`config.mk`:
```
export PLATFORM = sky130hd
export DESIGN_NAME = key_debounce_repeat_longpress_unit
export DESIGN_NICKNAME = d
export VERILOG_FILES = /design/src/rtl/kdr_pkg.sv /design/src/rtl/key_debounce_repeat_longpress_unit.sv /design/src/rtl/kdr_debounce.sv
export SDC_FILE = /design/constraint.sdc
export NUM_CORES = 1
export LEC_CHECK = 0
export ABC_AREA = 1
export BUFFER_PORTS_ARGS = -buffer_cell sky130_fd_sc_hd__clkbuf_2
export CORE_MARGIN = 2
export CORE_UTILIZATION = 43
export CTS_BUF_LIST = sky130_fd_sc_hd__clkbuf_8
export DETAILED_ROUTE_END_ITERATION = 7
export RECOVER_POWER = 25
export SLEW_MARGIN = 20
export SYNTH_ARGS = -nofsm -noshare
export SYNTH_HDL_FRONTEND = slang
export SYNTH_SLANG_ARGS = --single-unit
```
`constraint.sdc`:
```
create_clock -name clk -period 6.2 [get_ports clk]
set_input_delay 0.93 -clock clk [delete_from_list [all_inputs] [get_ports clk]]
set_output_delay 0.93 -clock clk [all_outputs]
set_load 0.1 [all_outputs]
```
`src/rtl/kdr_pkg.sv`:
```
// Shared types and constants for the key debounce, auto-repeat and long-press unit.
package kdr_pkg;

	localparam int unsigned KEY_COUNT = 7;
	localparam int unsigned DIR_COUNT = 4;
	localparam int unsigned KEY_UP = 2;
	localparam int unsigned KEY_CENTER = 6;

	// Bit positions in the pending event word.
	localparam int unsigned EV_WIDTH = 12;
	localparam int unsigned EV_PRESS_COUNT = 6;
	localparam int unsigned EV_REPEAT_SHIFT = 6;
	localparam int unsigned EV_SHORT_BIT = 10;
	localparam int unsigned EV_LONG_BIT = 11;

	localparam logic [15:0] HELD_MAX = 16'hFFFF;

	// Configuration register indexes.
	localparam logic [7:0] REG_DEBOUNCE_COUNT = 8'd0;
	localparam logic [7:0] REG_REPEAT_DELAY = 8'd1;
	localparam logic [7:0] REG_REPEAT_PERIOD = 8'd2;
	localparam logic [7:0] REG_LONG_PRESS_TICKS = 8'd3;

	// Reset values of the configuration registers.
	localparam logic [7:0] DEBOUNCE_RESET = 8'd3;
	localparam logic [15:0] REPEAT_DELAY_RESET = 16'd50;
	localparam logic [15:0] REPEAT_PERIOD_RESET = 16'd10;
	localparam logic [15:0] LONG_PRESS_RESET = 16'd100;

	// Request function codes.
	typedef enum logic {
		FUNC_SCAN = 1'b0,
		FUNC_READ = 1'b1
	} func_t;

	// Status of one debounced key for the current scan.
	typedef struct packed {
		logic stable;      // debounced state before the scan
		logic stable_nxt;  // debounced state after the scan
		logic changed;     // debounced state changes on this scan
	} key_upd_t;

endpackage

```
`src/rtl/key_debounce_repeat_longpress_unit.sv`:
```
// A request passes through the input register and then the result register on its way to the outputs.
// Throughput: one request per cycle; the input register and the result register
// each move on once the result register is free or is being emptied.
// The configuration port is always ready. Reset clears every key to released,
// the events to none and the registers to their documented reset values.
module key_debounce_repeat_longpress_unit import kdr_pkg::*; (
	input  logic        clk,
	input  logic        arst_n,
	input  logic        in_valid,
	output logic        in_ready,
	input  logic        func,
	input  logic [6:0]  key_levels,
	output logic        out_valid,
	input  logic        out_ready,
	output logic [5:0]  press_events,
	output logic [3:0]  repeat_events,
	output logic        center_short,
	output logic        center_long,
	output logic [6:0]  stable_keys,
	input  logic        cfg_valid,
	output logic        cfg_ready,
	input  logic [7:0]  cfg_index,
	input  logic [15:0] cfg_data
);

	logic [7:0]  db_count_q;
	logic [15:0] rep_delay_q;
	logic [15:0] rep_period_q;
	logic [15:0] long_ticks_q;

	logic        valid_s1;
	func_t       func_s1;
	logic [6:0]  levels_s1;

	logic        out_valid_q;
	logic [5:0]  press_q;
	logic [3:0]  repeat_q;
	logic        short_q;
	logic        long_q;
	logic [6:0]  stable_out_q;

	logic [EV_WIDTH-1:0] pending_q;
	logic [15:0] cd_q [DIR_COUNT];
	logic [15:0] held_q;
	logic        long_sent_q;

	logic        adv;
	logic        scan_en;
	key_upd_t    upd [KEY_COUNT];
	logic [6:0]  stable_cur;
	logic [6:0]  stable_nxt;

	logic [EV_WIDTH-1:0] pend_scan;
	logic [15:0] cd_nxt [DIR_COUNT];
	logic [15:0] held_nxt;
	logic        long_sent_nxt;

	// Handshakes.
	assign adv = valid_s1 && (!out_valid_q || out_ready);
	assign in_ready = !valid_s1 || adv;
	assign scan_en = adv && (func_s1 == FUNC_SCAN);
	assign cfg_ready = 1'b1;

	// Configuration registers.
	always_ff @(posedge clk or negedge arst_n) begin
		if (!arst_n) begin
			db_count_q <= DEBOUNCE_RESET;
			rep_delay_q <= REPEAT_DELAY_RESET;
			rep_period_q <= REPEAT_PERIOD_RESET;
			long_ticks_q <= LONG_PRESS_RESET;
		end else if (cfg_valid) begin
			case (cfg_index)
				REG_DEBOUNCE_COUNT:   db_count_q <= cfg_data[7:0];
				REG_REPEAT_DELAY:     rep_delay_q <= cfg_data;
				REG_REPEAT_PERIOD:    rep_period_q <= cfg_data;
				REG_LONG_PRESS_TICKS: long_ticks_q <= cfg_data;
				default: ;
			endcase
		end
	end

	// Input register.
	always_ff @(posedge clk or negedge arst_n) begin
		if (!arst_n) begin
			valid_s1 <= 1'b0;
		end else if (in_ready) begin
			valid_s1 <= in_valid;
		end
	end

	always_ff @(posedge clk) begin
		if (in_ready && in_valid) begin
			func_s1 <= func_t'(func);
			levels_s1 <= key_levels;
		end
	end

	// One debounce filter per key.
	for (genvar k = 0; k < KEY_COUNT; k++) begin : g_key
		kdr_debounce u_debounce (
			.clk            (clk),
			.arst_n         (arst_n),
			.scan_en        (scan_en),
			.level          (levels_s1[k]),
			.debounce_count (db_count_q),
			.upd            (upd[k])
		);
		assign stable_cur[k] = upd[k].stable;
		assign stable_nxt[k] = upd[k].stable_nxt;
	end

	// Press events, repeat countdowns and the center hold counter for one scan.
	always_comb begin
		logic [15:0] cd_dec;
		logic [15:0] held_inc;
		logic        ls_mid;
		pend_scan = pending_q;
		for (int k = 0; k < EV_PRESS_COUNT; k++) begin
			if (upd[k].changed && upd[k].stable_nxt) begin
				pend_scan[k] = 1'b1;
			end
		end
		for (int d = 0; d < DIR_COUNT; d++) begin
			cd_nxt[d] = cd_q[d];
			cd_dec = (cd_q[d] != 16'd0) ? cd_q[d] - 16'd1 : cd_q[d];
			if (upd[KEY_UP + d].changed) begin
				cd_nxt[d] = upd[KEY_UP + d].stable_nxt ? rep_delay_q : 16'd0;
			end else if (upd[KEY_UP + d].stable_nxt) begin
				if (cd_dec == 16'd0) begin
					pend_scan[EV_REPEAT_SHIFT + d] = 1'b1;
					cd_nxt[d] = rep_period_q;
				end else begin
					cd_nxt[d] = cd_dec;
				end
			end
		end
		// Center: short event on release unless the long event already went out.
		held_nxt = held_q;
		ls_mid = long_sent_q;
		if (upd[KEY_CENTER].changed) begin
			if (!upd[KEY_CENTER].stable_nxt && !long_sent_q) begin
				pend_scan[EV_SHORT_BIT] = 1'b1;
			end
			held_nxt = 16'd0;
			ls_mid = 1'b0;
		end
		long_sent_nxt = ls_mid;
		held_inc = (held_nxt < HELD_MAX) ? held_nxt + 16'd1 : held_nxt;
		if (upd[KEY_CENTER].stable_nxt && !ls_mid) begin
			held_nxt = held_inc;
			if (held_inc >= long_ticks_q) begin
				long_sent_nxt = 1'b1;
				pend_scan[EV_LONG_BIT] = 1'b1;
			end
		end
	end

	// Event state and repeat timers.
	always_ff @(posedge clk or negedge arst_n) begin
		if (!arst_n) begin
			pending_q <= '0;
			held_q <= '0;
			long_sent_q <= 1'b0;
			for (int d = 0; d < DIR_COUNT; d++) begin
				cd_q[d] <= '0;
			end
		end else if (adv) begin
			if (func_s1 == FUNC_READ) begin
				pending_q <= '0;
			end else begin
				pending_q <= pend_scan;
				held_q <= held_nxt;
				long_sent_q <= long_sent_nxt;
				for (int d = 0; d < DIR_COUNT; d++) begin
					cd_q[d] <= cd_nxt[d];
				end
			end
		end
	end

	// Result register.
	always_ff @(posedge clk or negedge arst_n) begin
		if (!arst_n) begin
			out_valid_q <= 1'b0;
		end else if (adv) begin
			out_valid_q <= 1'b1;
		end else if (out_ready) begin
			out_valid_q <= 1'b0;
		end
	end

	always_ff @(posedge clk) begin
		if (adv) begin
			if (func_s1 == FUNC_READ) begin
				press_q <= pending_q[EV_PRESS_COUNT-1:0];
				repeat_q <= pending_q[EV_REPEAT_SHIFT +: DIR_COUNT];
				short_q <= pending_q[EV_SHORT_BIT];
				long_q <= pending_q[EV_LONG_BIT];
				stable_out_q <= stable_cur;
			end else begin
				press_q <= pend_scan[EV_PRESS_COUNT-1:0];
				repeat_q <= pend_scan[EV_REPEAT_SHIFT +: DIR_COUNT];
				short_q <= pend_scan[EV_SHORT_BIT];
				long_q <= pend_scan[EV_LONG_BIT];
				stable_out_q <= stable_nxt;
			end
		end
	end

	assign out_valid = out_valid_q;
	assign press_events = press_q;
	assign repeat_events = repeat_q;
	assign center_short = short_q;
	assign center_long = long_q;
	assign stable_keys = stable_out_q;

	// A read request leaves no event pending.
	a_read_clears: assert property (@(posedge clk) disable iff (!arst_n)
		(adv && func_s1 == FUNC_READ) |=> (pending_q == '0))
		else $error("pending events survived a read request");

	// The long event is only marked sent while the center key is held.
	a_long_sent_held: assert property (@(posedge clk) disable iff (!arst_n)
		long_sent_q |-> stable_cur[KEY_CENTER])
		else $error("long press marked sent with center released");

	// A released direction key has no running repeat timer.
	a_cd_idle: assert property (@(posedge clk) disable iff (!arst_n)
		(stable_cur[KEY_UP] || cd_q[0] == 16'd0) &&
		(stable_cur[KEY_UP + 1] || cd_q[1] == 16'd0) &&
		(stable_cur[KEY_UP + 2] || cd_q[2] == 16'd0) &&
		(stable_cur[KEY_UP + 3] || cd_q[3] == 16'd0))
		else $error("repeat timer running on a released key");

endmodule

```
`src/rtl/kdr_debounce.sv`:
```
// Debounce filter for one active-low key.
module kdr_debounce import kdr_pkg::*; (
	input  logic       clk,
	input  logic       arst_n,
	input  logic       scan_en,
	input  logic       level,
	input  logic [7:0] debounce_count,
	output key_upd_t   upd
);

	logic       cand_q;
	logic       stable_q;
	logic [7:0] cnt_q;
	logic       pressed;
	logic       cand_nxt;
	logic [7:0] cnt_nxt;
	logic       changed;

	assign pressed = ~level;

	// Count equal samples in a row, restarting on a new candidate level.
	always_comb begin
		if (pressed == cand_q) begin
			cand_nxt = cand_q;
			cnt_nxt = (cnt_q < debounce_count) ? cnt_q + 8'd1 : cnt_q;
		end else begin
			cand_nxt = pressed;
			cnt_nxt = 8'd1;
		end
		changed = (cnt_nxt >= debounce_count) && (stable_q != cand_nxt);
	end

	assign upd.stable = stable_q;
	assign upd.changed = changed;
	assign upd.stable_nxt = changed ? cand_nxt : stable_q;

	// Filter state advances on every scan request.
	always_ff @(posedge clk or negedge arst_n) begin
		if (!arst_n) begin
			cand_q <= 1'b0;
			stable_q <= 1'b0;
			cnt_q <= DEBOUNCE_RESET;
		end else if (scan_en) begin
			cand_q <= cand_nxt;
			stable_q <= upd.stable_nxt;
			cnt_q <= cnt_nxt;
		end
	end

endmodule
```
**After elaboration in Yosys (flattened, before gate mapping)**

Cells that the tools add are included.

- Logic and storage cells: 226
- Bits of input ports: 37
- Register bits: 248
- Output and inout port bits: 22

- $lt $le $gt $ge: 16
- Muxes and demuxes: 84
- Equal/unequal tests: 17
- Add/subtract/negate cells: 12
- Bitwise gates (word level): 8
- Reductions and logical operators: 48

Operator list:

| kind | number |
|---|---|
| $mux W16 | 23 |
| $mux W8 | 14 |
| $logic_not A16 Y1 | 4 |
| $reduce_bool A16 Y1 | 4 |
| $sub A16 B1 Y16 const B | 4 |
| $add A8 B1 Y8 const B | 7 |
| $ge A8 B8 Y1 | 7 |
| $lt A8 B8 Y1 | 7 |
| $mux W1 | 43 |
| $logic_and A1 B1 Y1 | 18 |
| $add A16 B1 Y16 const B | 1 |
| $eq A8 B2 Y1 const B | 2 |
| $ge A16 B16 Y1 | 1 |
| $lt A16 B16 Y1 const B | 1 |
| $mux W12 | 1 |
| $reduce_and A3 Y1 | 4 |
| $reduce_and A2 Y1 | 5 |
| $reduce_bool A2 Y1 | 5 |
| $eq A8 B1 Y1 const B | 1 |
| $logic_not A8 Y1 | 1 |
| $not A1 Y1 | 8 |
| $eq A1 B1 Y1 | 7 |
| $mux W7 | 1 |
| $ne A1 B1 Y1 | 7 |
| 4 further kinds | 9 |

**Depth between registers and ports, before layout**

Gate-level depths: netlist of run 1.

- Depth after elaboration: 12
- Mapped depth: 37
- Mapped depth without buffers: 36

**Cells and area by module**

A second synthesis of run 1 with hierarchy kept.

- Cells, all modules: 2925
- Area, all modules: 19812.8 µm²

Modules (own cells, without submodules):

| module | cells each | sequential area each (µm²) | instances | area an instance (µm²) |
|---|---|---|---|---|
| key_debounce_repeat_longpress_unit | 1697 | 4601.9 | 1 | 11783.8 |
| kdr_debounce at g_key[1].u_debounce ... | 176 | 252.7 | 6 | 1141.1 |
| kdr_debounce at g_key[0].u_debounce | 172 | 252.7 | 1 | 1182.4 |

**Worst setup path before layout of run 1**

No wires, ideal clock.

- Path type: flip-flop to flip-flop
- Start: register db_count_q[1]
- End: register long_q (netlist: center_long), data pin
- Cell stages (with the launch flop): 32
- Setup slack: 1544 ps
- Path buffers: 2
- Library setup time: 264 ps
- Period minus slack after synthesis: 4656 ps
- Required time: 5936 ps
- Arrival: 4393 ps
- Cells stage by stage: dfstp_2 > inv_1 > ha_1 > o21ai_0 > nand2_1 > nand3_1 > nand2_1 > nand4_1 > nand2_1 > nor2_1 > inv_1 > o21ai_0 > and3_1 > ha_1 > a21oi_1 > o21a_1 > nand2_2 > nand2_2 > buf_4 > nand3_1 > nor2_1 > nand4_2 > buf_2 > nand2_1 > ha_1 > a21oi_1 > o21a_1 > nor2_1 > o21bai_1 > o311ai_0 > nand2_1 > o21bai_1

- Longest elaborated chain between the ends: 12

Ends and longest elaborated chain:

| what | line | text |
|---|---|---|
| from (decl) | key_debounce_repeat_longpress_unit.sv:26 | `logic [7:0] db_count_q;` |
| from (signal assigned) | key_debounce_repeat_longpress_unit.sv:73 | `REG_DEBOUNCE_COUNT: db_count_q <= cfg_data[7:0];` |
| $lt A8 B8 Y1 * | kdr_debounce.sv:25 | `cnt_nxt = (cnt_q < debounce_count) ? cnt_q + 8'd1 : cnt_q;` |
| $mux W8 * | kdr_debounce.sv:25 |  |
| $mux W8 * | kdr_debounce.sv:23 | `if (pressed == cand_q) begin` |
| via g_key[6].u_debounce.cnt_nxt[5] | kdr_debounce.sv:16 | `logic [7:0] cnt_nxt;` |
| $ge A8 B8 Y1 * | kdr_debounce.sv:30 | `changed = (cnt_nxt >= debounce_count) && (stable_q != cand_nxt);` |
| $logic_and A1 B1 Y1 * | kdr_debounce.sv:30 |  |
| $mux W16 | key_debounce_repeat_longpress_unit.sv:140 | `if (upd[KEY_CENTER].changed) begin` |
| $add A16 B1 Y16 or $lt A16 B16 Y1 (tied branches) | key_debounce_repeat_longpress_unit.sv:148 | `held_inc = (held_nxt < HELD_MAX) ? held_nxt + 16'd1 : held_nxt;` |
| $mux W16 | key_debounce_repeat_longpress_unit.sv:148 |  |
| $ge A16 B16 Y1 | key_debounce_repeat_longpress_unit.sv:151 | `if (held_inc >= long_ticks_q) begin` |
| $mux W1 | key_debounce_repeat_longpress_unit.sv:151 |  |
| $mux W1 * | key_debounce_repeat_longpress_unit.sv:149 | `if (upd[KEY_CENTER].stable_nxt && !ls_mid) begin` |
| $mux W1 * | key_debounce_repeat_longpress_unit.sv:194 | `if (func_s1 == FUNC_READ) begin` |
| to (signal assigned) | key_debounce_repeat_longpress_unit.sv:198 | `long_q <= pending_q[EV_LONG_BIT];` |
| to (signal assigned) | key_debounce_repeat_longpress_unit.sv:204 | `long_q <= pend_scan[EV_LONG_BIT];` |
| to (decl) | key_debounce_repeat_longpress_unit.sv:39 | `logic long_q;` |

Mark *: on every way through the listed nets, which the timed path passes. The rest lies on a longest branch.
A chain may end at the register's enable or synchronous reset.

**Final worst setup path of run 1**

Same ends and word-level chain as after synthesis.

==> impl_metrics.env, run 1 <==
export IMPL_skew_ps=13.1
export IMPL_dp_slack_ps=508
export IMPL_areaGrowthSynthToFinish_pct=9.32
export IMPL_grt_pass1_wl_um=87800
export IMPL_antenna_cells=0
export IMPL_die_w_um=211
export IMPL_register_area_um2=6370
export IMPL_peakVddDrop_mv=0.244
export IMPL_detail_route_antenna_nets=0
export IMPL_num_rows=75
export IMPL_synthArstFlopShare=0.891
export IMPL_fin_nets=2771
export IMPL_drv_cap=1
export IMPL_tns_ps=0
export IMPL_clk_path_buf_depth=3
export IMPL_slew_violations=69
export IMPL_cp_max_fo=23
export IMPL_rsz0062_at_grt="false"
export IMPL_worst_hold_slack_ps=486
export IMPL_ys_warn_count=0
export IMPL_tightest_slew_ps=4180
export IMPL_drt_wl_total_um=54100
export IMPL_synth_seq_cells=248
export IMPL_hold_buffers=0
export IMPL_powerDensity_nw_per_um2=475
export IMPL_ys_types=50
export IMPL_route_vias_total=17000
export IMPL_insertion_delay_ps=620
export IMPL_drc=0
export IMPL_core_area_um2=42100
export IMPL_synth_fp_nets=2726
export IMPL_htreeDepth=2
export IMPL_netlist_area_um2=18400
export IMPL_yosys_top_cells_area="dfrtp_1, nand2_1, ha_1"
export IMPL_grt_pass1_vias=16600
export IMPL_cp_end_kind="flop"
export IMPL_slew_headroom=-1.79
export IMPL_cts_tree="done"
export IMPL_final_fill_count=4171
export IMPL_crit_arrival_ps=5800
export IMPL_final_hold_viol_count=0
export IMPL_die_area_um2=44500
export IMPL_syn_area_per_cell_um2=7.25
export IMPL_cp_required_ps=6560
export IMPL_slowest_stage="dfstp_2"
export IMPL_num_io_pins=59
export IMPL_synth_edf_count=27
export IMPL_startpoint_type="flop"
export IMPL_gp_congestion=0.917
export IMPL_cts_setup_buffers=0
export IMPL_crit_top_cell="nand2_1"
export IMPL_synth_largest_area_cell="dfrtp_1"
export IMPL_crit_type="flop to flop"
export IMPL_timing_final_crit_share=0.877
export IMPL_violations="capacitance limit, slew limit"
export IMPL_multi_input_area_um2=10500
export IMPL_initial_core_util=0.437
export IMPL_numPortBuffers=57
export IMPL_clk_pin_slew_ps=60
export IMPL_die_height_um=211
export IMPL_synth_yosys_seq_area_share=0.346
export IMPL_leakagePower_uw=0.00961
export IMPL_root_buffer="clkbuf_8"
export IMPL_period_minus_slack_ps=5440
export IMPL_worst_slack_ps=764
export IMPL_grtUsageTotal=0.250
export IMPL_cts_sinks=248
export IMPL_synth_ff_type="dfrtp_1"
export IMPL_grt_max_degree=154
export IMPL_dp_hpwl_um=38400
export IMPL_drive_gt1_frac=0.0934
export IMPL_drt_iter0_markers=1258
export IMPL_fmax_mhz=184
export IMPL_setup_viol=0
export IMPL_antenna_found_initial=0
export IMPL_synthDominantCellAreaShare=0.268
export IMPL_drt_pass1_iter_count=5
export IMPL_wire_per_inst_um=17.1
export IMPL_hp_class="flop to flop"
export IMPL_overflow=0
export IMPL_status="finished, violations left"
export IMPL_cts_buffers=47
export IMPL_syn_inst=2539
export IMPL_via_per_inst=5.39
export IMPL_cpPeakStageDelay_ps=530
-- area by class of cell --
cell class                      count  area share
Timing Repair Buffer               75      0.0215
Inverter                          311      0.0580
Clock buffer                       60      0.0410
Tap cell                          539      0.0335
Clock inverter                     28     0.00759
Multi-Input combinational cell   1901       0.522
Sequential cell                   248       0.317
-- repair_timing --
action / CTS / global route
endpoints found under the setup margin: 0 / 3
hold endpoints to repair: 0 / 0
resized for setup: 0 / 2
-- cell usage after synthesis (all sizes together) (2+ instances only) --
cell type	count
nor2	236
nor3	24
nand3	107
or2	5
o2111ai	3
a21oi	195
clkbuf	51
o21ai	215
o21bai	4
a211oi	4
nor3b	4
and3	3
xor2	60
nor4	3
ha	150
nand4	112
o21a	59
a21boi	3
inv	311
buf	28
nand3b	5
dfrtp	197
o22ai	7
dfstp	24
xnor2	15
edfxtp	27
and2	2
nand2	677
-- per-layer routing --
metal / up-vias / track usage / share of wire
met5: - / 0 / 0
met4: 0 / 0.0806 / 0.028
met3: 105 / 0.0529 / 0.060
met2: 390 / 0.402 / 0.45
met1: 8057 / 0.335 / 0.46
li1: 8482 / - / -
-- critical path, delay by kind of cell, from the launching register on --
kind | cells | cell delay [ps]
AOI/OAI and AO/OA | 9 | 1200
buffers and inverters | 2 | 130
and+or+nand+nor | 15 | 2530
DFF | 1 | 530
adders and majority gates | 3 | 780
-- cells in the final DEF, fill, tap and decap left out, types with 14 or more instances in the layout --
cell	Yosys	routed
a21oi_1	185	184
buf_4	9	17
clkbuf_2	0	56
clkbuf_8	0	60
dfrtp_1	197	197
dfstp_2	24	24
edfxtp_1	27	27
ha_1	150	150
inv_1	306	323
nand2_1	663	663
nand2_2	14	14
nand3_1	106	106
nand4_1	111	111
nor2_1	209	208
nor2_4	15	16
nor3_1	20	20
o21a_1	59	59
o21ai_0	202	202
xnor2_1	15	15
xor2_1	60	60
-- stage by stage --
step	utilization	std cells	area, um^2	power, uW
after floorplan	-	2539	18400	6550
after detailed placement	0.454	3074	19100	7850
after global placement	0.454	3074	19100	7750
after global routing	0.477	3162	20100	10500
after CTS	0.477	3162	20100	9590
final	0.477	3162	20100	9570
-- kinds of logic after synthesis --
logic type,count (synthesis),synth area share
buffers and inverters,390,0.0850
AO/OA/AOI/OAI,495,0.149
flip-flops,248,0.346
AND/OR/NAND/NOR,1180,0.282
adder cells (fa/ha/maj),150,0.102
other,1,0.000204
XOR/XNOR,75,0.0357
-- sequential cells by signal, indices dropped and copies added (netlist names), 7 cells and up --
signal / count
cd_q: 64
g_key.u_debounce.cnt_q: 56
held_q: 16
long_ticks_q: 16
rep_delay_q: 16
rep_period_q: 16
pending_q: 12
db_count_q: 8
g_key.u_debounce.cand_q: 7
g_key.u_debounce.stable_q: 7
levels_s1: 7
stable_keys: 7
-- power breakdown --
| part | switching, uW | total [uW] | internal (uW) |
|---|---|---|---|
| clock network | 772 | 1690 | 913 |
| registers | 513 | 2690 | 2180 |
| logic | 3570 | 5190 | 1610 |
| total | 4860 | 9570 | 4710 |
-- final timing paths --
path	startpoint	endpoint	slack, ps	cells past startpoint
worst max-delay path	db_count_q[1]	center_long	760	29
worst min-delay path	held_q[14]	held_q[14]	490	2
worst max register to register	db_count_q[1]	center_long	760	29
worst min register to register	held_q[14]	held_q[14]	490	2
max in group asynchronous	arst_n	long_sent_q	2080	1
min in group asynchronous	arst_n	g_key[1].u_debounce.cnt_q[7]	1780	1
Note: power is estimated with default switching activity, not from simulation.
==> run 2: changes to the inputs <==
ABC_AREA = 0   (was 1)
==> run 2 against run 1 <==
The flow still finishes with violations (capacitance limit, slew limit). Power shrank 21%. Core utilization up 0.36 points. Sequential share of layout area grew 0.69 points. Sequential cell count is the same. Synthesized area decreased by 2.9%. Highest routed layer unchanged. Global-route usage decreased by 1.2 points. Register-to-register slack lost 150 ps. Die area decreased by 2.8%. Clock power about the same. Via count fell by 7.6%.
==> impl_metrics.env, run 2 <==
export IMPL_layout_common_cells="nand2_1, dfrtp_1, nor2_1"
export IMPL_drt_iter0_markers=1446
export IMPL_cts_sinks=248
export IMPL_ys_warn_count=0
export IMPL_overflow=0
export IMPL_die_area_um2=43200
export IMPL_synthArstFlopShare=0.891
export IMPL_period_minus_slack_ps=5590
export IMPL_hp_class="flop to flop"
export IMPL_synth_yosys_seq_area_share=0.357
export IMPL_netlist_area_um2=17900
export IMPL_gp_congestion=0.929
export IMPL_clk_path_buf_depth=3
export IMPL_slew_violations=112
export IMPL_synth_edf_count=27
export IMPL_via_per_inst=6.01
export IMPL_antenna_cells=0
export IMPL_regMostFlops="cd_q"
export IMPL_skew_ps=32.0
export IMPL_drt_pass1_iter_count=8
export IMPL_switching_share=0.432
export IMPL_synth_largest_area_cell="dfrtp_1"
export IMPL_tns_ps=0
export IMPL_drive_gt1_frac=0.140
export IMPL_largest_register_ffs=64
export IMPL_yosys_top_cells_area="dfrtp_1, ha_1, edfxtp_1"
export IMPL_violations="capacitance limit, slew limit"
export IMPL_areaGrowthSynthToFinish_pct=10.2
export IMPL_synth_fp_nets=2202
export IMPL_numPortBuffers=57
export IMPL_synth_seq_cells=248
export IMPL_timing_final_crit_share=0.901
export IMPL_leakagePower_uw=0.00893
export IMPL_drc=0
export IMPL_dpl_instance_area_um2=18700
export IMPL_grt_max_degree=113
export IMPL_synth_common_cells="nand2_1, dfrtp_1, nor2_1, ha_1, o21ai_0"
export IMPL_post_synth_top_count_cell="nand2_1"
export IMPL_cts_buffers=47
export IMPL_slew_headroom=-1.09
export IMPL_num_io_pins=59
export IMPL_dp_hpwl_um=35200
export IMPL_cts_resized=0
export IMPL_clockPowerShare=0.224
export IMPL_synthDominantCellAreaShare=0.276
export IMPL_wire_per_inst_um=19.7
export IMPL_largestRegisters="cd_q (64), g_key.u_debounce.cnt_q (56)"
export IMPL_final_cell_area_um2=19700
export IMPL_hold_buffers=0
export IMPL_route_vias_total=15700
export IMPL_cts_tree="done"
export IMPL_p_int_uw=4320
export IMPL_comb_power_share=0.442
export IMPL_mostFrequentLayoutCell="nand2_1"
export IMPL_rsz0062_at_grt="false"
export IMPL_cp_required_ps=6660
export IMPL_htreeDepth=2
export IMPL_antenna_found_initial=0
export IMPL_drt_wl_total_um=51600
export IMPL_crit_type="flop to flop"
export IMPL_startpoint_type="flop"
export IMPL_final_hold_viol_count=0
export IMPL_crit_arrival_ps=6050
export IMPL_num_rows=74
export IMPL_setup_viol=0
export IMPL_fin_nets=2236
export IMPL_ys_types=90
export IMPL_drv_cap=1
export IMPL_insertion_delay_ps=630
export IMPL_final_fill_count=3975
export IMPL_die_w_um=208
export IMPL_cts_setup_buffers=0
export IMPL_grt_pass1_vias=14900
export IMPL_p_sw_uw=3280
export IMPL_seq_power_share=0.333
export IMPL_powerDensity_nw_per_um2=386
export IMPL_synth_ff_type="dfrtp_1"
export IMPL_syn_area_per_cell_um2=8.87
export IMPL_grtUsageTotal=0.237
export IMPL_syn_inst=2015
export IMPL_root_buffer="clkbuf_8"
export IMPL_status="finished, violations left"
export IMPL_initial_core_util=0.437
export IMPL_die_height_um=208
export IMPL_power_total_uw=7600
export IMPL_clk_pin_slew_ps=60
export IMPL_cp_end_kind="flop"
export IMPL_peakVddDrop_mv=0.231
export IMPL_fmax_mhz=179
export IMPL_grt_pass1_wl_um=82800
export IMPL_cp_max_fo=14
export IMPL_tightest_slew_ps=3140
export IMPL_detail_route_antenna_nets=0
export IMPL_core_area_um2=40900
==> run 2: changes by cell type after synthesis, moves of 34 or more <==
| cell | delta |
|---|---|
| o21ai_0 | -79 |
| nand2b_1 | +35 |
| a21o_1 | +39 |
| nand4_1 | -72 |
| o21a_1 | -42 |
| nand2_1 | -461 |
| mux2_2 | +58 |
| nor2_1 | -45 |
| and2_1 | +34 |
| clkbuf_1 | +34 |
| a21oi_1 | -81 |
| inv_1 | -232 |
==> run 2: final timing paths <==
| check | startpoint | end | slack [ps] | cells past startpoint |
|---|---|---|---|---|
| max | db_count_q[1] | cd_q[24] | 610 | 20 |
| min | pending_q[8] | pending_q[8] | 480 | 2 |
| max reg2reg | db_count_q[1] | cd_q[24] | 610 | 20 |
| min reg2reg | pending_q[8] | pending_q[8] | 480 | 2 |
| max in group asynchronous | arst_n | g_key[0].u_debounce.cnt_q[4] | 3030 | 1 |
| min in group asynchronous | arst_n | cd_q[48] | 1290 | 1 |
==> run 2: metrics by stage <==
| step | hold slack, ps | util | instances | setup slack (ps) |
|---|---|---|---|---|
| global placement | 462 | 0.457 | 2532 | 875 |
| floorplan | 444 | - | 2015 | 856 |
| detailed placement | 465 | 0.457 | 2532 | 744 |
| finish | 479 | 0.481 | 2620 | 614 |
| global route | 460 | 0.481 | 2620 | 208 |
| CTS | 437 | 0.481 | 2620 | 727 |
==> run 2: worst max-delay path, stage by stage, from the launching register on <==
cell and delay [ps]:
dfstp_2 520, inv_1 50, buf_4 210, ha_1 310, a21o_1 150, a21o_1 170, a21oi_1 260, o2111ai_1 340
or2_2 410, or3_1 300, nand2_1 70, ha_1 120, o211ai_1 100, nor2_1 120, a211oi_1 90, buf_4 190
nor2_1 850, inv_1 350, and2_1 380, a221oi_1 300, a21oi_1 110
==> run 2: area by class of cell <==
cell class                      instances  area (um^2)  area share
Clock buffer                           64          881      0.0447
Clock inverter                         24          114     0.00578
Inverter                               77          289      0.0147
Multi-Input combinational cell       1589        10900       0.551
Sequential cell                       248         6370       0.324
Tap cell                              532          666      0.0338
Timing Repair Buffer                   86          515      0.0262
==> run 2: cells by family after synthesis <==
logic type | after synthesis | synth area share
fa+ha+maj | 150 | 0.105
compound gates | 512 | 0.193
buf+inv | 178 | 0.0387
flops | 248 | 0.357
mux | 75 | 0.0461
xor+xnor | 70 | 0.0343
simple gates | 781 | 0.226
other cells | 1 | 0.000210
==> run 2: power groups by stage <==
stage	clock network, uW	registers [uW]	logic (uW)
2_1_floorplan	0	2450	2620
3_3_place_gp	0	2540	3260
3_5_place_dp	0	2550	3330
4_1_cts	1750	2520	3350
5_1_grt	1830	2600	3810
6_report	1710	2540	3360
==> run 2: per-layer routing <==
metal / share of wire / vias to the layer above / GRT usage
li1: - / 7554 / -
met1: 0.47 / 7557 / 0.340
met2: 0.43 / 530 / 0.361
met3: 0.063 / 101 / 0.0416
met4: 0.030 / 0 / 0.0814
met5: 0 / - / 0
